===== config.mk =====
export PLATFORM = sky130hd
export DESIGN_NAME = battery_level_estimator_top_flat
export DESIGN_NICKNAME = d
export VERILOG_FILES = /design/src/rtl/ble_pkg.sv /design/src/rtl/ble_if.sv /design/src/rtl/ble_level_map.sv /design/src/rtl/battery_level_estimator_top.sv /design/src/flat_wrapper.sv
export SDC_FILE = /design/constraint.sdc
export NUM_CORES = 1
export LEC_CHECK = 0
export ABC_AREA = 1
export BUFFER_PORTS_ARGS = -buffer_cell sky130_fd_sc_hd__clkbuf_2
export CORE_MARGIN = 10
export CORE_UTILIZATION = 40
export DETAILED_ROUTE_END_ITERATION = 6
export PLACE_DENSITY = 0.62
export SETUP_SLACK_MARGIN = 0.2
export SLEW_MARGIN = 10
export SYNTH_ARGS = -nofsm -noshare
export SYNTH_HDL_FRONTEND = slang
export SYNTH_SLANG_ARGS = --single-unit

===== constraint.sdc =====
create_clock -name clk -period 14.27 [get_ports clk]
set_clock_uncertainty 0.15 [all_clocks]
set_input_delay 1.427 -clock clk [delete_from_list [all_inputs] [get_ports clk]]
set_output_delay 1.427 -clock clk [all_outputs]
set_load 0.1 [all_outputs]

===== src/rtl/ble_pkg.sv =====
// ----------------------------------------------------------------------------
// Battery level estimator package
// Widths, reset values, register indexes and voltage limits shared by the
// battery level estimator files.
// ----------------------------------------------------------------------------
`default_nettype none

package ble_pkg;

  localparam int NOW_W      = 32;
  localparam int RAW_W      = 12;
  localparam int MULT_W     = 6;
  localparam int INTERVAL_W = 16;
  localparam int PCT_W      = 7;
  localparam int MV_W       = 16;
  localparam int CFG_IDX_W  = 2;
  localparam int CFG_DATA_W = 16;

  typedef enum logic [CFG_IDX_W-1:0] {
    CFG_MONITOR_ENABLE = 2'd0,
    CFG_ADC_MULTIPLIER = 2'd1,
    CFG_SAMPLE_INTERVAL = 2'd2,
    CFG_DEADBAND = 2'd3
  } cfg_idx_t;

  localparam logic                  RST_MONITOR_ENABLE = 1'b1;
  localparam logic [MULT_W-1:0]     RST_ADC_MULTIPLIER = 6'd2;
  localparam logic [INTERVAL_W-1:0] RST_SAMPLE_INTERVAL = 16'd2000;
  localparam logic [PCT_W-1:0]      RST_DEADBAND = 7'd2;

  localparam logic [MV_W-1:0]  EMPTY_MV = 16'd3400;
  localparam logic [MV_W-1:0]  FULL_MV = 16'd4200;
  localparam logic [MV_W-1:0]  MV_MAX = 16'hFFFF;
  localparam logic [PCT_W-1:0] PCT_MAX = 7'd100;
  localparam int               MV_PER_PERCENT = (4200 - 3400) / 100;

endpackage : ble_pkg

`default_nettype wire


===== src/rtl/ble_if.sv =====
// ----------------------------------------------------------------------------
// Battery level estimator channels
// Valid/ready channels for sample attempts and for results.
// ----------------------------------------------------------------------------
`default_nettype none

interface ble_in_if;
  logic                        valid;
  logic                        ready;
  logic [ble_pkg::NOW_W-1:0]   now_ms;
  logic [ble_pkg::RAW_W-1:0]   raw_mv;

  modport source (output valid, output now_ms, output raw_mv, input ready);
  modport sink (input valid, input now_ms, input raw_mv, output ready);
endinterface : ble_in_if

interface ble_out_if;
  logic                        valid;
  logic                        ready;
  logic [ble_pkg::PCT_W-1:0]   level_percent;
  logic [ble_pkg::MV_W-1:0]    filtered_mv;
  logic                        sample_taken;

  modport source (output valid, output level_percent, output filtered_mv,
                  output sample_taken, input ready);
  modport sink (input valid, input level_percent, input filtered_mv,
                input sample_taken, output ready);
endinterface : ble_out_if

`default_nettype wire


===== src/rtl/ble_level_map.sv =====
// ----------------------------------------------------------------------------
// Battery level map
// Maps a filtered voltage onto a percentage between the empty and full
// voltages, truncating and clamping at both ends.
// ----------------------------------------------------------------------------
`default_nettype none

module ble_level_map (
  input  wire logic [ble_pkg::MV_W-1:0]  mv,
  output logic      [ble_pkg::PCT_W-1:0] pct
);

  logic [ble_pkg::MV_W-1:0] above;
  logic [ble_pkg::MV_W-1:0] steps;

  assign above = mv - ble_pkg::EMPTY_MV;
  assign steps = ble_pkg::MV_W'(above / ble_pkg::MV_PER_PERCENT);

  always_comb begin
    if (mv <= ble_pkg::EMPTY_MV) begin
      pct = '0;
    end else if (steps > ble_pkg::MV_W'(ble_pkg::PCT_MAX)) begin
      pct = ble_pkg::PCT_MAX;
    end else begin
      pct = steps[ble_pkg::PCT_W-1:0];
    end
  end

endmodule : ble_level_map

`default_nettype wire


===== src/rtl/battery_level_estimator_top.sv =====
// ----------------------------------------------------------------------------
// Battery level estimator
// Rate-limited sampling, divider scaling, 3/4 low-pass filter and deadbanded
// percentage report.
// ----------------------------------------------------------------------------
// The block takes one sample beat in every clock cycle unless the result is
// stalled, and returns one result beat for each: the beat is held in an input
// register, and the sampling decision, filter and level update are worked out
// combinationally from there into the result register, which also updates
// the estimator state so that the next beat sees it at once. A stalled result
// holds the pipeline; configuration is written through the plain write port.
`default_nettype none

module battery_level_estimator_top (
  input  wire logic                            clk,
  input  wire logic                            rst,
  ble_in_if.sink                               in,
  ble_out_if.source                            out,
  input  wire logic                            cfg_we,
  input  wire logic [ble_pkg::CFG_IDX_W-1:0]   cfg_index,
  input  wire logic [ble_pkg::CFG_DATA_W-1:0]  cfg_wdata
);

  logic                              monitor_enable;
  logic [ble_pkg::MULT_W-1:0]        adc_multiplier;
  logic [ble_pkg::INTERVAL_W-1:0]    sample_interval_ms;
  logic [ble_pkg::PCT_W-1:0]         deadband_percent;

  logic                              pipe_valid;
  logic [ble_pkg::NOW_W-1:0]         pipe_now;
  logic [ble_pkg::RAW_W-1:0]         pipe_raw;

  logic                              out_valid;
  logic [ble_pkg::PCT_W-1:0]         out_level;
  logic [ble_pkg::MV_W-1:0]          out_mv;
  logic                              out_taken;

  logic                              sample_seen, sample_seen_next;
  logic [ble_pkg::NOW_W-1:0]         last_sample_ms, last_sample_ms_next;
  logic [ble_pkg::MV_W-1:0]          smoothed_mv, smoothed_mv_next;
  logic [ble_pkg::PCT_W-1:0]         reported_level, reported_level_next;
  logic                              level_valid, level_valid_next;

  logic                              advance;
  logic                              fire;
  logic [ble_pkg::NOW_W-1:0]         elapsed;
  logic                              attempt;
  logic                              take;
  logic [17:0]                       product;
  logic [ble_pkg::MV_W-1:0]          scaled;
  logic [17:0]                       blend;
  logic [ble_pkg::MV_W-1:0]          filter_mv;
  logic [ble_pkg::PCT_W-1:0]         new_pct;
  logic [ble_pkg::PCT_W-1:0]         delta;
  logic                              level_update;
  logic [ble_pkg::PCT_W-1:0]         level_out;

  always_ff @(posedge clk) begin
    if (rst) begin
      monitor_enable     <= ble_pkg::RST_MONITOR_ENABLE;
      adc_multiplier     <= ble_pkg::RST_ADC_MULTIPLIER;
      sample_interval_ms <= ble_pkg::RST_SAMPLE_INTERVAL;
      deadband_percent   <= ble_pkg::RST_DEADBAND;
    end else if (cfg_we) begin
      unique case (ble_pkg::cfg_idx_t'(cfg_index))
        ble_pkg::CFG_MONITOR_ENABLE: monitor_enable <= cfg_wdata[0];
        ble_pkg::CFG_ADC_MULTIPLIER: adc_multiplier <= cfg_wdata[ble_pkg::MULT_W-1:0];
        ble_pkg::CFG_SAMPLE_INTERVAL: sample_interval_ms <= cfg_wdata;
        ble_pkg::CFG_DEADBAND: deadband_percent <= cfg_wdata[ble_pkg::PCT_W-1:0];
      endcase
    end
  end

  assign advance  = !out_valid || out.ready;
  assign in.ready = !pipe_valid || advance;
  assign fire     = pipe_valid && advance;

  always_ff @(posedge clk) begin
    if (rst) begin
      pipe_valid <= 1'b0;
    end else if (in.ready) begin
      pipe_valid <= in.valid;
    end
  end

  always_ff @(posedge clk) begin
    if (in.ready && in.valid) begin
      pipe_now <= in.now_ms;
      pipe_raw <= in.raw_mv;
    end
  end

  assign elapsed = pipe_now - last_sample_ms;
  assign attempt = monitor_enable &&
                   (!sample_seen || elapsed >= ble_pkg::NOW_W'(sample_interval_ms));
  assign take    = attempt && (pipe_raw != '0);

  assign product = 18'(pipe_raw) * 18'(adc_multiplier);
  assign scaled  = (product > 18'(ble_pkg::MV_MAX)) ? ble_pkg::MV_MAX : product[15:0];
  assign blend   = 18'(smoothed_mv) * 18'd3 + 18'(scaled);
  assign filter_mv = (smoothed_mv == '0) ? scaled : blend[17:2];

  ble_level_map u_level_map (
    .mv  (filter_mv),
    .pct (new_pct)
  );

  assign delta = (new_pct > reported_level) ? (new_pct - reported_level)
                                            : (reported_level - new_pct);
  assign level_update = !level_valid || (delta >= deadband_percent);

  always_comb begin
    sample_seen_next    = sample_seen || attempt;
    last_sample_ms_next = attempt ? pipe_now : last_sample_ms;
    smoothed_mv_next    = take ? filter_mv : smoothed_mv;
    reported_level_next = (take && level_update) ? new_pct : reported_level;
    level_valid_next    = level_valid || take;
  end

  assign level_out = (monitor_enable && level_valid_next) ? reported_level_next : '0;

  always_ff @(posedge clk) begin
    if (rst) begin
      sample_seen    <= 1'b0;
      last_sample_ms <= '0;
      smoothed_mv    <= '0;
      reported_level <= '0;
      level_valid    <= 1'b0;
    end else if (fire) begin
      sample_seen    <= sample_seen_next;
      last_sample_ms <= last_sample_ms_next;
      smoothed_mv    <= smoothed_mv_next;
      reported_level <= reported_level_next;
      level_valid    <= level_valid_next;
    end
  end

  always_ff @(posedge clk) begin
    if (rst) begin
      out_valid <= 1'b0;
    end else if (advance) begin
      out_valid <= pipe_valid;
    end
  end

  always_ff @(posedge clk) begin
    if (fire) begin
      out_level <= level_out;
      out_mv    <= smoothed_mv_next;
      out_taken <= take;
    end
  end

  assign out.valid         = out_valid;
  assign out.level_percent = out_level;
  assign out.filtered_mv   = out_mv;
  assign out.sample_taken  = out_taken;

  a_level_needs_sample: assert property (@(posedge clk) disable iff (rst)
    level_valid |-> sample_seen)
    else $error("level held without any sample taken");

  a_level_in_range: assert property (@(posedge clk) disable iff (rst)
    reported_level <= ble_pkg::PCT_MAX)
    else $error("reported level above full scale");

  a_result_from_pipe: assert property (@(posedge clk) disable iff (rst)
    $rose(out_valid) |-> $past(pipe_valid))
    else $error("result beat without a held sample beat");

  a_accept_fills_pipe: assert property (@(posedge clk) disable iff (rst)
    (in.valid && in.ready) |=> pipe_valid)
    else $error("accepted beat lost before processing");

  a_state_frozen_on_stall: assert property (@(posedge clk) disable iff (rst)
    !advance |=> $stable(smoothed_mv) && $stable(last_sample_ms))
    else $error("estimator state changed while the result was stalled");

endmodule : battery_level_estimator_top

`default_nettype wire

===== src/flat_wrapper.sv =====
// flat-port wrapper written by rule: the top's interface ports become plain ports
module battery_level_estimator_top_flat 
  (clk, rst, cfg_we, cfg_index, cfg_wdata, in_valid, in_now_ms, in_raw_mv, in_ready, out_valid, out_level_percent, out_filtered_mv, out_sample_taken, out_ready);
  ble_in_if in_i ();
  ble_out_if out_i ();
  input  wire logic clk;
  input  wire logic rst;
  input  wire logic cfg_we;
  input  wire logic [ble_pkg::CFG_IDX_W-1:0] cfg_index;
  input  wire logic [ble_pkg::CFG_DATA_W-1:0] cfg_wdata;
  input wire logic [$bits(in_i.valid)-1:0] in_valid;
  input wire logic [$bits(in_i.now_ms)-1:0] in_now_ms;
  input wire logic [$bits(in_i.raw_mv)-1:0] in_raw_mv;
  output wire logic [$bits(in_i.ready)-1:0] in_ready;
  output wire logic [$bits(out_i.valid)-1:0] out_valid;
  output wire logic [$bits(out_i.level_percent)-1:0] out_level_percent;
  output wire logic [$bits(out_i.filtered_mv)-1:0] out_filtered_mv;
  output wire logic [$bits(out_i.sample_taken)-1:0] out_sample_taken;
  input wire logic [$bits(out_i.ready)-1:0] out_ready;
  assign in_i.valid = in_valid;
  assign in_i.now_ms = in_now_ms;
  assign in_i.raw_mv = in_raw_mv;
  assign in_ready = in_i.ready;
  assign out_valid = out_i.valid;
  assign out_level_percent = out_i.level_percent;
  assign out_filtered_mv = out_i.filtered_mv;
  assign out_sample_taken = out_i.sample_taken;
  assign out_i.ready = out_ready;
  battery_level_estimator_top u_core (.clk(clk), .rst(rst), .in(in_i), .out(out_i), .cfg_we(cfg_we), .cfg_index(cfg_index), .cfg_wdata(cfg_wdata));
endmodule

* After elaboration in Yosys (flattened, before gate mapping) *
Cells that the tools add are included.

storage, ports and cells
  word-level logic and storage cells = 63
  register bits = 157

cells by class
  multipliers = 2
  add/sub/neg operators = 5
  reduce and logical (&&, ||, !) cells = 24
  muxes and demuxes = 7
  eq/ne operators = 3
  magnitude comparators = 6

operator list
  operator                                                                            number
  16-bit 2-to-1 mux                                                                   3
  32-bit by 16-bit >= comparator with 1-bit output                                    1
  32-bit subtractor                                                                   1
  7-bit 2-to-1 mux                                                                    4
  18-bit by 16-bit adder with 18-bit output                                           1
  18-bit by 16-bit greater-than comparator with 1-bit output (second input constant)  1
  12-bit by 6-bit multiplier with 18-bit output                                       1
  16-bit by 2-bit multiplier with 18-bit output (second input constant)               1
  16-bit by 12-bit <= comparator with 1-bit output (second input constant)            1
  16-bit zero test                                                                    1
  16-bit by 12-bit subtractor with 16-bit output (second input constant)              1
  7-bit subtractor                                                                    2
  13-bit by 7-bit greater-than comparator with 1-bit output (second input constant)   1
  12-bit nonzero test                                                                 1
  2-bit AND reduction                                                                 5
  7-bit >= comparator                                                                 1
  7-bit greater-than comparator                                                       1
  1-bit logical AND                                                                   6
  1-bit logical OR                                                                    6
  2-bit == test (second input constant)                                               2
  1-bit zero test                                                                     4
  2-bit by 1-bit == test with 1-bit output (second input constant)                    1
  2-bit zero test                                                                     1

* Longest topological paths before layout *
Gate-level depths: netlist of the first run.

  word-level depth = 15
  depth in mapped cells = 78

* By module *
From an unflattened synthesis of the first run, not the netlist that was laid out.

second synthesis, totals
  cells, all modules = 1,991
  area total of the unflattened synthesis = 13,925.9 µm²

modules (own cells, without submodules)
  module                       instances  cells each  sequential area each (µm²)  area each (µm²)
  battery_level_estimator_top  1          1,872       3,823.7                     13,352.8
  ble_level_map                1          119         0.0                         573.0

* Least setup slack after synthesis of the first run *
Ideal clock, no wire load.

  path kind = register to register
  start = register u_core.adc_multiplier[5] (netlist name)
  end = register u_core.out_level (netlist bit u_core.out.level_percent[1]), data pin
  stages on the path, launching flop included = 74
  period minus slack after synthesis = 10.403 ns
  setup slack = 3.867 ns
  arrival = 10.107 ns
  cells stage by stage = dfxtp_1 > clkbuf_1 > nand2_1 > fa_1 > inv_1 > fa_1 > inv_1 > fa_1 > inv_1 > ha_1 > nand2_1 > inv_1 > nand2_1 > inv_1 > a21oi_1 > nand2_1 > nand2_1 > nand2_2 > [38 not listed] > a21o_1 > a21oi_1 > nor2_1 > o32ai_1 > o21ai_0 > xnor2_1 > inv_1 > ha_1 > o21a_1 > o21ai_0 > nand2_1 > a21oi_1 > nor2_1 > a2111oi_0 > nor2_2 > inv_1 > nand2_1 > a21oi_1

on the way
  cells in the longest elaborated chain, start to end = 15

ends and longest elaborated chain
  element                                                     line                                RTL
  from (decl)                                                 battery_level_estimator_top.sv:25   logic [ble_pkg::MULT_W-1:0] adc_multiplier;
  from (signal assigned)                                      battery_level_estimator_top.sv:61   adc_multiplier <= ble_pkg::RST_ADC_MULTIPLIER;
  from (signal assigned)                                      battery_level_estimator_top.sv:67   ble_pkg::CFG_ADC_MULTIPLIER: adc_multiplier <= cfg_wdata[ble_pkg::MULT_W-1:0];
  12-bit by 6-bit multiplier with 18-bit output *             battery_level_estimator_top.sv:98   assign product = 18'(pipe_raw) * 18'(adc_multiplier);
  18-bit by 16-bit greater-than comparator with 1-bit output  battery_level_estimator_top.sv:99   assign scaled = (product > 18'(ble_pkg::MV_MAX)) ? ble_pkg::MV_MAX : product[15:0];
  16-bit 2-to-1 mux *                                         battery_level_estimator_top.sv:99
  18-bit by 16-bit adder with 18-bit output                   battery_level_estimator_top.sv:100  assign blend = 18'(smoothed_mv) * 18'd3 + 18'(scaled);
  16-bit 2-to-1 mux *                                         battery_level_estimator_top.sv:101  assign filter_mv = (smoothed_mv == '0) ? scaled : blend[17:2];
  16-bit by 12-bit subtractor with 16-bit output              ble_level_map.sv:16                 assign above = mv - ble_pkg::EMPTY_MV;
  13-bit by 7-bit greater-than comparator with 1-bit output   ble_level_map.sv:22                 end else if (steps > ble_pkg::MV_W'(ble_pkg::PCT_MAX)) begin
  7-bit 2-to-1 mux                                            ble_level_map.sv:22
  7-bit 2-to-1 mux *                                          ble_level_map.sv:20                 if (mv <= ble_pkg::EMPTY_MV) begin
  7-bit subtractor (tied with other cells)                    battery_level_estimator_top.sv:109  : (reported_level - new_pct);
  7-bit 2-to-1 mux                                            battery_level_estimator_top.sv:108  assign delta = (new_pct > reported_level) ? (new_pct - reported_level)
  7-bit >= comparator                                         battery_level_estimator_top.sv:110  assign level_update = !level_valid || (delta >= deadband_percent);
  1-bit logical OR                                            battery_level_estimator_top.sv:110
  1-bit logical AND                                           battery_level_estimator_top.sv:116  reported_level_next = (take && level_update) ? new_pct : reported_level;
  7-bit 2-to-1 mux *                                          battery_level_estimator_top.sv:116
  to (signal assigned)                                        battery_level_estimator_top.sv:148  out_level <= level_out;
  to (decl)                                                   battery_level_estimator_top.sv:34   logic [ble_pkg::PCT_W-1:0] out_level;

Mark *: on every way between the ends. The rest lies on a longest branch, timed or not.
A chain may end at the register's enable or synchronous reset.

* Final worst setup path of the first run *
  start = register u_core.pipe_raw[7] (netlist name)
  end = register u_core.out_level (netlist bit u_core.out.level_percent[2]), data pin

on the way
  cells in the longest elaborated chain, start to end = 15

ends and longest elaborated chain
  element                                                     line                                RTL
  from (decl)                                                 battery_level_estimator_top.sv:31   logic [ble_pkg::RAW_W-1:0] pipe_raw;
  from (signal assigned)                                      battery_level_estimator_top.sv:89   pipe_raw <= in.raw_mv;
  12-bit by 6-bit multiplier with 18-bit output               battery_level_estimator_top.sv:98
  18-bit by 16-bit greater-than comparator with 1-bit output  battery_level_estimator_top.sv:99
  16-bit 2-to-1 mux                                           battery_level_estimator_top.sv:99
  18-bit by 16-bit adder with 18-bit output                   battery_level_estimator_top.sv:100
  16-bit 2-to-1 mux                                           battery_level_estimator_top.sv:101
  16-bit by 12-bit subtractor with 16-bit output              ble_level_map.sv:16
  13-bit by 7-bit greater-than comparator with 1-bit output   ble_level_map.sv:22
  7-bit 2-to-1 mux                                            ble_level_map.sv:22
  7-bit 2-to-1 mux                                            ble_level_map.sv:20
  7-bit subtractor (tied with other cells)                    battery_level_estimator_top.sv:109
  7-bit 2-to-1 mux                                            battery_level_estimator_top.sv:108
  7-bit >= comparator                                         battery_level_estimator_top.sv:110
  1-bit logical OR                                            battery_level_estimator_top.sv:110
  1-bit logical AND                                           battery_level_estimator_top.sv:116
  7-bit 2-to-1 mux                                            battery_level_estimator_top.sv:116

Parallel ways exist; a longest one is shown, timed or not.

==> metrics list, run 1 <==
- The final route contains 10657 vias.
* Worst path most repeated cell: sky130_fd_sc_hd__nand2_1
- STA classifies the critical path startpoint as a flop.
- The die is 198 um wide.
- Layout Area Growth over Synthesis: 11.4%
* Avg WL per Cell: 14.4 um
- Full die area: 0.0394 mm2
- The cell area that synthesis handed to floorplanning was 0.0127 mm2.
- Kind of capture point of the worst setup path: flop
* Status: completed
- Power spread over the standard cell area amounts to 189 mW/mm2.
- With fillers left out, the area of the finished cells amounts to 0.0142 mm2.
- The slowest stage of the critical path is the sky130_fd_sc_hd__fa_1 cell.
- After clock tree synthesis, the setup repair step added 0 buffers.
- The synthesized design contains 157 register bits.
* Tmin final: 12.07 ns
* Count of routing violations after the opening detailed-route iteration: 572
* RSZ-0062 raised after global routing: no
- The worst register-to-register path begins at u_core.pipe_raw[7].
- Worst-margin pin slew: 1.03 ns
* Number of warnings printed during yosys synthesis: 0
* Top cells by instance count after synthesis: 328 x sky130_fd_sc_hd__inv_1, 328 x sky130_fd_sc_hd__nand2_1, 160 x sky130_fd_sc_hd__a21oi_1, 118 x sky130_fd_sc_hd__ha_1, 110 x sky130_fd_sc_hd__o21ai_0
- Cell count after placement: 2136
- CTS tree: yes
- Total global-route track usage: 16.4%
- Data arrival time at the worst-slack endpoint: 12.21 ns
* Static leakage power: 7.17 nW
- Antenna diode count: 0
- End point of the most critical hold path: u_core.sample_seen
* Total buffers and inverters traversed by the critical path: 13
* Worst Hold Launch: u_core.sample_seen
- IO buf count: 92
* Setup Crit Path Kind: reg -> reg
- Per-cell via count in the routed design: 4.92
* Non-filler instance count after layout: 2168
* Worst setup margin: 2.20 ns
* Accumulated negative setup slack: 0 ns
- In this run the standard cell core region covers 0.0315 mm2.
* Synthesized netlist cell count: 1673
- Combined flip-flop and latch cell area: 0.00382 mm2
- Antenna Nets Post-Route: 0
- Peak clock frequency supported by timing: 82.8 MHz
- The worst-case IR drop observed on VDD is 0.159 mV.
- For the worst-skew pair, the clock arrives at the later sink with an insertion delay of 0.47 ns.
- Max-cap violations in this run came to 0.
- Grt total ovfl: 0
- The design draws 2.69 mW.
* Number of design rule violations left after detail routing: 0
* Yosys top cell by area: sky130_fd_sc_hd__edfxtp_1
- The critical path starts at u_core.pipe_raw[7].
* Detailed placement HPWL: 25100 um
- The max-slew violation count came to 0.
- On the worst path, the slowest cell contributes a delay of 0.56 ns.
- Worst hold path type: reg -> reg
- Across all register-to-register paths, the minimum setup slack is 2.20 ns.
* Chip height: 198 um
* Critical R2R Capture: u_core.out.level_percent[2]
- Among all flip-flop cells after synthesis, the most frequent one is sky130_fd_sc_hd__dfxtp_1.
- CTS Root Buffer Type: sky130_fd_sc_hd__clkbuf_16
- Clock sinks: 157
* CTS clock-pin slew for the worst setup and hold paths: 0.08 ns
- Counting instances, the worst hold path has a depth of 2.
* Hold-fix buffer count after cts: 0
* Number of antenna violations at the first check in global routing: 0
* CTS H-tree depth: 4
* Final setup viols: 0
* Filler instances: 3170
- In the final layout, the multi-input gates occupy 0.00744 mm2.
- After synthesis, the netlist uses 59 different library cells.
* Fraction of final layout cells with drive strength greater than 1: 11.0%
* Share of synthesized area occupied by flip-flops and latches: 30.0%
- Cell family with most CP delay: compound AO/OA/AOI/OAI gates
- RD Place Congestion: 0.927
- Fraction of synthesized cell area taken by the top area cell type: 16.0%
* Vias in the first global route: 10742
* Count of boundary I/O pins: 93
* Clock buffers created by TritonCTS: 17
- Number of iterations in the first detailed-routing pass: 5
* EDFF count, synth: 68
- Dividing the synthesized area by the synthesized cell count gives 7.62 um2.
- The worst pin sits at a relative slew slack of 31.1%.
* Final net count: 1998
* Initial standard-cell utilization of the core: 40.5%
* Fraction of the cycle the final worst path needs: 84.6%
- Nets in the synthesized netlist: 1918
* Instance area at placement: 0.0136 mm2
- The routed design has 31200 um of wire.
* Placement Rows: 65
* Ys async rst share: 0%
- The first global-routing pass estimated 52500 um of wire.
- Post-cts repair resize count: 0
- Data required time of the worst path: 14.41 ns
- Leading cell types by total area after synthesis: sky130_fd_sc_hd__edfxtp_1 16%, sky130_fd_sc_hd__dfxtp_1 14%, sky130_fd_sc_hd__ha_1 12%
- Entering global routing, the biggest net connects 66 pins.
- The clock passes through at most 2 buffers.
- Worst setup slack before clock tree synthesis: 2.32 ns
* Critical Path Fanout Max: 13
* Final number of hold-violating endpoints: 0
- Worst r2r path cells: 66
==> flip-flops by register name, indices dropped and copies added, names as in the netlist, 7 cells and up <==
name and count:
u_core.sample_interval_ms 16, u_core.last_sample_ms 32, u_core.pipe_now 32, u_core.pipe_raw 12
u_core.out.filtered_mv 16, u_core.deadband_percent 7, u_core.out.level_percent 7, u_core.smoothed_mv 16
u_core.reported_level 7
==> final cells by class <==
cell class,instances,share of cell area (%)
Clock inverter,15,1.34
Multi-Input combinational cell,1132,52.4
Timing Repair Buffer,98,3.56
Clock buffer,17,3.00
Tap cell,402,3.54
Inverter,347,9.18
Sequential cell,157,26.9
==> layer usage <==
layer | track usage, % | wire (um) | share of wire, %
met2 | 27.9 | 14900 | 48
met1 | 20.6 | 14300 | 46
met5 | 0 | 0 | 0
met3 | 2.96 | 1290 | 4.1
met4 | 5.57 | 683 | 2.2
==> cell usage in the layout (no fill, tap or decap), types with 18 or more instances in the layout <==
cell type,count
sky130_fd_sc_hd__dfxtp_1,89
sky130_fd_sc_hd__clkbuf_2,92
sky130_fd_sc_hd__nand3_1,63
sky130_fd_sc_hd__fa_1,60
sky130_fd_sc_hd__ha_1,118
sky130_fd_sc_hd__inv_1,327
sky130_fd_sc_hd__inv_2,18
sky130_fd_sc_hd__xor2_1,28
sky130_fd_sc_hd__edfxtp_1,68
sky130_fd_sc_hd__nand2_1,328
sky130_fd_sc_hd__o21ai_1,28
sky130_fd_sc_hd__o21ai_0,110
sky130_fd_sc_hd__a21oi_1,160
sky130_fd_sc_hd__nor2_1,90
sky130_fd_sc_hd__xnor2_1,20
==> per-stage QoR <==
stage          util (%)  hold WS (ns)
2_1_floorplan         -         0.278
3_3_place_gp       43.1         0.288
3_5_place_dp       43.1         0.299
4_1_cts            45.1         0.307
5_1_grt            45.1         0.332
6_report           45.1         0.308
==> worst register-to-register path, delay by kind of cell (launching register included) <==
kind            cells  cell delay (ns)
compound gates     18             3.73
xor+xnor            1             0.14
fa+ha+maj           8             3.42
buf+inv            13             1.08
flops               1             0.53
simple gates       26             2.84
==> worst max path at each step <==
stage | to | cells after the start
2_1_floorplan | u_core.out.level_percent[1] | 73
3_3_place_gp | u_core.out.level_percent[3] | 69
3_5_place_dp | u_core.out.level_percent[6] | 69
4_1_cts | u_core.out.level_percent[2] | 68
5_1_grt | u_core.out.level_percent[2] | 71
6_report | u_core.out.level_percent[2] | 66
==> report_power, final <==
part           switching [mW]  internal (mW)  leakage (nW)
Combinational            1.10          0.550          5.48
Clock                   0.231          0.238         0.295
Sequential             0.0334          0.537          1.39
==> cell families after synthesis <==
group,Yosys count,share of synthesized area (%)
flip-flops,157,30.0
AO/OA/AOI/OAI,352,15.2
buffers and inverters,384,11.6
XOR/XNOR,48,3.30
multiplexers,4,0.422
AND/OR/NAND/NOR,550,18.5
adder cells (fa/ha/maj),178,21.0
Power figures use the tool's default switching activity.
==> run 2: changes to the inputs <==
--- a/config.mk
+++ b/config.mk
@@ -10,7 +10,7 @@
 export CORE_MARGIN = 10
 export CORE_UTILIZATION = 40
 export DETAILED_ROUTE_END_ITERATION = 6
-export PLACE_DENSITY = 0.62
+export PLACE_DENSITY = 0.64
 export SETUP_SLACK_MARGIN = 0.2
 export SLEW_MARGIN = 10
 export SYNTH_ARGS = -nofsm -noshare
==> constraint.sdc (replaced) <==
create_clock -name clk -period 10 [get_ports clk]
set_clock_uncertainty 0.15 [all_clocks]
set_input_delay 1 -clock clk [delete_from_list [all_inputs] [get_ports clk]]
set_output_delay 1 -clock clk [all_outputs]
set_load 0.1 [all_outputs]
==> metrics list, run 2 (synthesis gave the netlist of run 1 again) <==
- Together, buffers and inverters on the worst path number 11.
- The floorplan has 65 rows.
- Of the cells placed in the final design, the portion with a size suffix greater than 1 is 24.8%.
- Vias in the first global route: 11573
* Full die area: 0.0394 mm2
- On the worst path, the slowest cell contributes a delay of 0.58 ns.
* Kind of capture point of the worst setup path: flop
* Final setup viols: 14
- Setup repair after global routing could not meet its margin everywhere.
* RD Place Congestion: 0.905
* Critical-path top delay cell: sky130_fd_sc_hd__fa_1
* Fraction of the cycle the final worst path needs: 102%
- Max-slew violation count: 0
- The pre-antenna-repair detailed-routing pass consisted of 5 iterations.
- Setup Crit Path Kind: reg -> reg
- For the worst setup path, the data required time is 10.03 ns.
* Detailed placement HPWL: 25800 um
* First-pass GRT wire length: 55500 um
- Number of design rule violations left after detail routing: 0
- Derived from the worst setup path, the maximum achievable clock frequency is 98.2 MHz.
* Total global-route track usage: 17.3%
- Max-cap violations in this run came to 0.
- During I/O placement, the number of pins put on the boundary was 93.
- Avg WL per Cell: 14.3 um
* Pwr Total: 4.74 mW
- Number of antenna violations at the first check in global routing: 0
* Layout Area Growth over Synthesis: 25.5%
- Adding up every negative setup slack in the final design gives -2.26 ns.
- The detailed router placed 11528 vias in this run.
- Hold-fix buffer count after cts: 0
* Worst reg-to-reg setup slack: -0.18 ns
- Measured along the y axis, the die boundary spans 198 um.
* Count of routing violations after the opening detailed-route iteration: 689
- In the final layout, the multi-input gates occupy 0.00798 mm2.
* Status: complete, but fails checks
- Worst setup margin: -0.180 ns
- Dividing total power by cell area gives a power density of 297 mW/mm2.
* Tmin final: 10.18 ns
- Data on the critical path arrives at its endpoint at 10.21 ns.
- Grt total ovfl: 0
- The number of antenna diodes in the final layout is 0.
* Routed wire length: 33500 um
* Clock sinks: 157
- Final net count: 2167
* Cell family with most CP delay: adder cells
- Per-cell via count in the routed design: 4.93
- Worst-case clock buffer depth: 2
- The count of final hold-check violations came to 0.
- Largest registers: u_core.last_sample_ms (32), u_core.pipe_now (32)
* Commonest non-fill, non-tap cell in the layout: sky130_fd_sc_hd__inv_1
* Combined flip-flop and latch cell area: 0.00383 mm2
* Commonest cells after routing, fill and taps aside: 307 x sky130_fd_sc_hd__inv_1, 297 x sky130_fd_sc_hd__nand2_1, 169 x sky130_fd_sc_hd__buf_4
- The filler cells instantiated in the layout total 2968.
* CTS clock-pin slew for the worst setup and hold paths: 0.07 ns
- CTS H-tree depth: 4
- The core region is 0.0315 mm2.
- CTS Root Buffer Type: sky130_fd_sc_hd__clkbuf_16
- The worst pin sits at a relative slew slack of 21.9%.
- The worst setup path is launched from a flop.
- For the pin with the worst max-slew slack, the measured transition is 1.16 ns.
- Static leakage power: 7.99 nW
* Antenna Nets Post-Route: 0
- Core Util, Final: 50.8%
* Clock latency of the later-clocked register in the worst-skew pair: 0.45 ns
- Violated checks: negative setup slack
- Entering global routing, the biggest net connects 66 pins.
- Initial standard-cell utilization of the core: 40.5%
- Buffers inserted during clock tree synthesis total 17.
- IO buf count: 92
- In this run the worst path has a maximum fanout of 8.
- TritonCTS built the clock tree.
* Die W: 198 um
- VDD sags by at most 0.190 mV.
- The path class of the tightest hold or removal check is reg -> reg.
run 2: changes by cell type in the layout (fill, tap and decap cells not counted), sizes merged:
| cell | previous run | this run |
|---|---|---|
| buf | 6 | 175 |
| clkinv | 10 | 6 |
| clkinvlp | 1 | 2 |
| inv | 351 | 352 |
| clkbuf | 109 | 110 |
| bufinv | 0 | 1 |
run 2: worst min-delay path, delay by kind of cell (launching register included):
kind | cells | cell delay (ns)
buffers and inverters | 1 | 0.05
AO/OA/AOI/OAI | 1 | 0.05
flip-flops | 1 | 0.32
run 2: power breakdown:
part           switching, mW  total (mW)  internal, mW
Clock                  0.295       0.643         0.348
Combinational           1.89        3.29          1.41
Sequential            0.0427       0.809         0.767
Total                   2.22        4.74          2.52
run 2: path summary, 6_finish.rpt:
check,startpoint,end,cells past startpoint
setup / recovery,u_core.pipe_raw[8],u_core.out.level_percent[2],65
setup reg to reg,u_core.pipe_raw[8],u_core.out.level_percent[2],65
hold reg to reg,u_core.last_sample_ms[0],u_core.last_sample_ms[0],2
hold / removal,u_core.last_sample_ms[0],u_core.last_sample_ms[0],2
run 2: layer usage:
layer | track usage [%] | vias to the layer above | part of all wire (%)
met5 | 0 | - | 0
met4 | 6.64 | 0 | 2.4
met3 | 2.47 | 48 | 4.1
met2 | 30.7 | 265 | 50
met1 | 20.7 | 5330 | 44
li1 | - | 5885 | -
run 2: area by class of cell:
cell class                      instances  share of cell area (%)
Timing Repair Buffer                  267                    11.3
Tap cell                              402                    3.15
Clock inverter                         14                   0.853
Multi-Input combinational cell       1132                    49.9
Sequential cell                       157                    24.0
Clock buffer                           18                    2.68
Inverter                              347                    8.17
run 2: metrics by stage:
stage               hold slack [ns]  setup slack, ns  instances  instance area [um2]
global placement              0.290           -0.225       2254                14500
finish                        0.307           -0.180       2337                16000
global route                  0.329           -0.834       2337                16000
CTS                           0.305           -0.150       2321                15600
detailed placement            0.297           -0.499       2254                14500
floorplan                     0.278            0.219       1673                12800
run 2: what timing repair did:
action | in CTS | in global routing
buffers inserted | 35 | 16
endpoints found under the setup margin | 14 | 14
resized for setup | 64 | 75
pin swaps | 66 | 66
==> run 3: changes to the inputs <==
--- a/config.mk
+++ b/config.mk
@@ -9,6 +9,7 @@
 export BUFFER_PORTS_ARGS = -buffer_cell sky130_fd_sc_hd__clkbuf_2
 export CORE_MARGIN = 10
 export CORE_UTILIZATION = 40
+export CTS_BUF_LIST = sky130_fd_sc_hd__clkbuf_4 sky130_fd_sc_hd__clkbuf_8
 export DETAILED_ROUTE_END_ITERATION = 6
 export PLACE_DENSITY = 0.64
 export SETUP_SLACK_MARGIN = 0.2
==> metrics list, run 3 (synthesis gave the netlist of run 1 again) <==
- Status: complete, but fails checks
* Violated checks: negative setup slack
- Cells with a size suffix above 1 make up 24.7% of the layout.
- Count of boundary I/O pins: 93
- The worst path in the final design needs a cycle of 10.17 ns, including I/O delays and setup.
- WL met1: 14700 um
- Of all nets on the critical path, the largest fanout is 8.
- Count of vias placed by the detailed router: 11441
- Number of design rule violations left after detail routing: 0
- CTS H-tree depth: 4
- End point of the most critical hold path: u_core.last_sample_ms[0]
- The die is 198 um wide.
- In this run, the number of DRC markers left after iteration 0 of detailed routing was 701.
- After clock tree synthesis, the clock-pin slew on the worst setup and hold paths is 0.09 ns.
- Leaving out fill and tap cells, the most frequent cell in the layout is sky130_fd_sc_hd__inv_1.
- RSZ-0062 raised after global routing: yes
- Across the run, the number of max-cap violations was 0.
- Power Density: 289 mW/mm2
- The count of final hold-check violations was 0.
* Filler instances: 2983
- The via count of the first global-routing pass was 11584.
- For the worst setup path, the data required time is 10.08 ns.
- Clock latency of the later-clocked register in the worst-skew pair: 0.49 ns
- Met3 Routed Length: 1220 um
- In this run the critical register-to-register path is launched from u_core.pipe_raw[6].
- Worst r2r path cells: 66
- First-pass GRT wire length: 55200 um
- Hold Path Cell Cnt: 2
- Worst Hold Launch: u_core.last_sample_ms[0]
* Accumulated negative setup slack: -2.06 ns
- The initialized floorplan defines 65 standard-cell rows.
- Largest registers: u_core.last_sample_ms (32), u_core.pipe_now (32)
- The critical path is of the reg -> reg type.
* Max-slew violation count: 0
* Highest routed layer: met4
* Chip height: 198 um
- Worst stage delay on the critical path: 0.53 ns
- At the worst endpoint, the arrival time is 10.25 ns.
- Largest net degree at the start of global routing: 66
* Static leakage power: 7.91 nW
- For the pin with the worst max-slew slack, the measured transition is 1.12 ns.
* Final setup viols: 14
- Leaving out fill and tap cells, the most frequent cells in the layout are 307 x sky130_fd_sc_hd__inv_1, 295 x sky130_fd_sc_hd__nand2_1, 163 x sky130_fd_sc_hd__buf_4.
- Kind of capture point of the worst setup path: flop
- Hold-fix buffer count after cts: 0
* Total global-route track usage: 17.2%
- The worst register-to-register path has a setup slack of -0.17 ns.
- The number of antenna violations at the first check in global routing is 0.
- Worst-case clock buffer depth: 2
- The floorplan step defined a core boundary enclosing 0.0315 mm2.
* Worst setup margin: -0.171 ns
* Grt total ovfl: 0
- For this block, the routed nets add up to 33000 um of wire.
- Worst hold path type: reg -> reg
- CTS tree: yes
* RD Place Congestion: 0.905
* Worst-case headroom to the max-slew limit: 24.8%
- Based on the critical path, the design can be clocked at up to 98.3 MHz.
- Once detail routing completed, the nets flagged for antenna violations numbered 0.
* Maximum vdd ir drop: 0.189 mV
- Number of iterations in the first detailed-routing pass: 5
- Clock sinks: 157
- Clock tree synthesis inserted a total of 17 buffers.
- After detailed routing, the average wire length per cell comes to 14.1 um.
- Worst setup slack before clock tree synthesis: -0.499 ns
* CTS Root Buffer Type: sky130_fd_sc_hd__clkbuf_8
* Critical R2R Capture: u_core.out.level_percent[2]
* IO buf count: 92
- Length of routed met2 wiring: 16400 um
- The final critical path takes up 102% of the cycle.
* Pwr Total: 4.55 mW
* Antenna diode count: 0
* Per-cell via count in the routed design: 4.90
- The initial utilization of the core area, before any placement, comes to 40.5%.
- Detailed placement HPWL: 25800 um
- Startpoint class of the critical path: flop
- The die covers 0.0394 mm2.
* Final net count: 2164
- From synthesis to final layout, the design area changed by 23.9%.
- The largest individual stage delay along the critical path comes from the cell sky130_fd_sc_hd__fa_1.
## run 3: area by class of cell
class / count / area (um2) / share of cell area, %
Multi-Input combinational cell: 1132 / 7970 / 50.5
Tap cell: 402 / 503 / 3.19
Clock buffer: 18 / 241 / 1.53
Sequential cell: 157 / 3830 / 24.3
Timing Repair Buffer: 264 / 1790 / 11.4
Clock inverter: 14 / 136 / 0.864
Inverter: 347 / 1310 / 8.29
## run 3: critical path: cells and delay by family (launching register included)
| kind | cells | cell delay [ns] |
|---|---|---|
| flops | 1 | 0.47 |
| fa+ha+maj | 8 | 3.03 |
| buf+inv | 12 | 0.72 |
| compound gates | 11 | 1.82 |
| xor+xnor | 2 | 0.37 |
| simple gates | 31 | 2.77 |
| mux | 2 | 0.56 |
## run 3: per-stage QoR
| stage | hold WS (ns) | util [%] | cells | area [um2] |
|---|---|---|---|---|
| floorplan | 0.278 | - | 1673 | 12800 |
| global placement | 0.290 | 46.1 | 2254 | 14500 |
| detailed placement | 0.297 | 46.1 | 2254 | 14500 |
| CTS | 0.308 | 48.9 | 2317 | 15400 |
| global route | 0.333 | 50.1 | 2334 | 15800 |
| finish | 0.308 | 50.1 | 2334 | 15800 |
## run 3: worst max-delay path by stage
stage | cells past startpoint | to | startpoint | slack, ns
after global routing | 70 | u_core.reported_level[1] | u_core.pipe_raw[7] | -0.89
after CTS | 72 | u_core.out.level_percent[6] | u_core.pipe_raw[4] | -0.09
after floorplan | 73 | u_core.out.level_percent[1] | u_core.adc_multiplier[5] | 0.22
after detailed placement | 70 | u_core.out.level_percent[2] | u_core.adc_multiplier[1] | -0.50
final | 66 | u_core.out.level_percent[2] | u_core.pipe_raw[6] | -0.17
after global placement | 69 | u_core.out.level_percent[3] | u_core.pipe_raw[6] | -0.22
## run 3: where the power goes
| part | internal, mW | switching, mW |
|---|---|---|
| clock network | 0.205 | 0.269 |
| logic | 1.40 | 1.87 |
| registers | 0.766 | 0.0432 |
## run 3: timing repair
action,in CTS,in global routing
gates resized for setup,58,83
endpoints found under the hold margin,0,0
setup endpoints to repair,14,14
setup buffers,31,17
pin swaps,38,82
## run 3: routing by layer
| metal | vias up | global-route usage (%) |
|---|---|---|
| met5 | - | 0 |
| met4 | 0 | 5.14 |
| met3 | 44 | 2.92 |
| met2 | 230 | 30.6 |
| met1 | 5283 | 20.6 |
| li1 | 5884 | - |
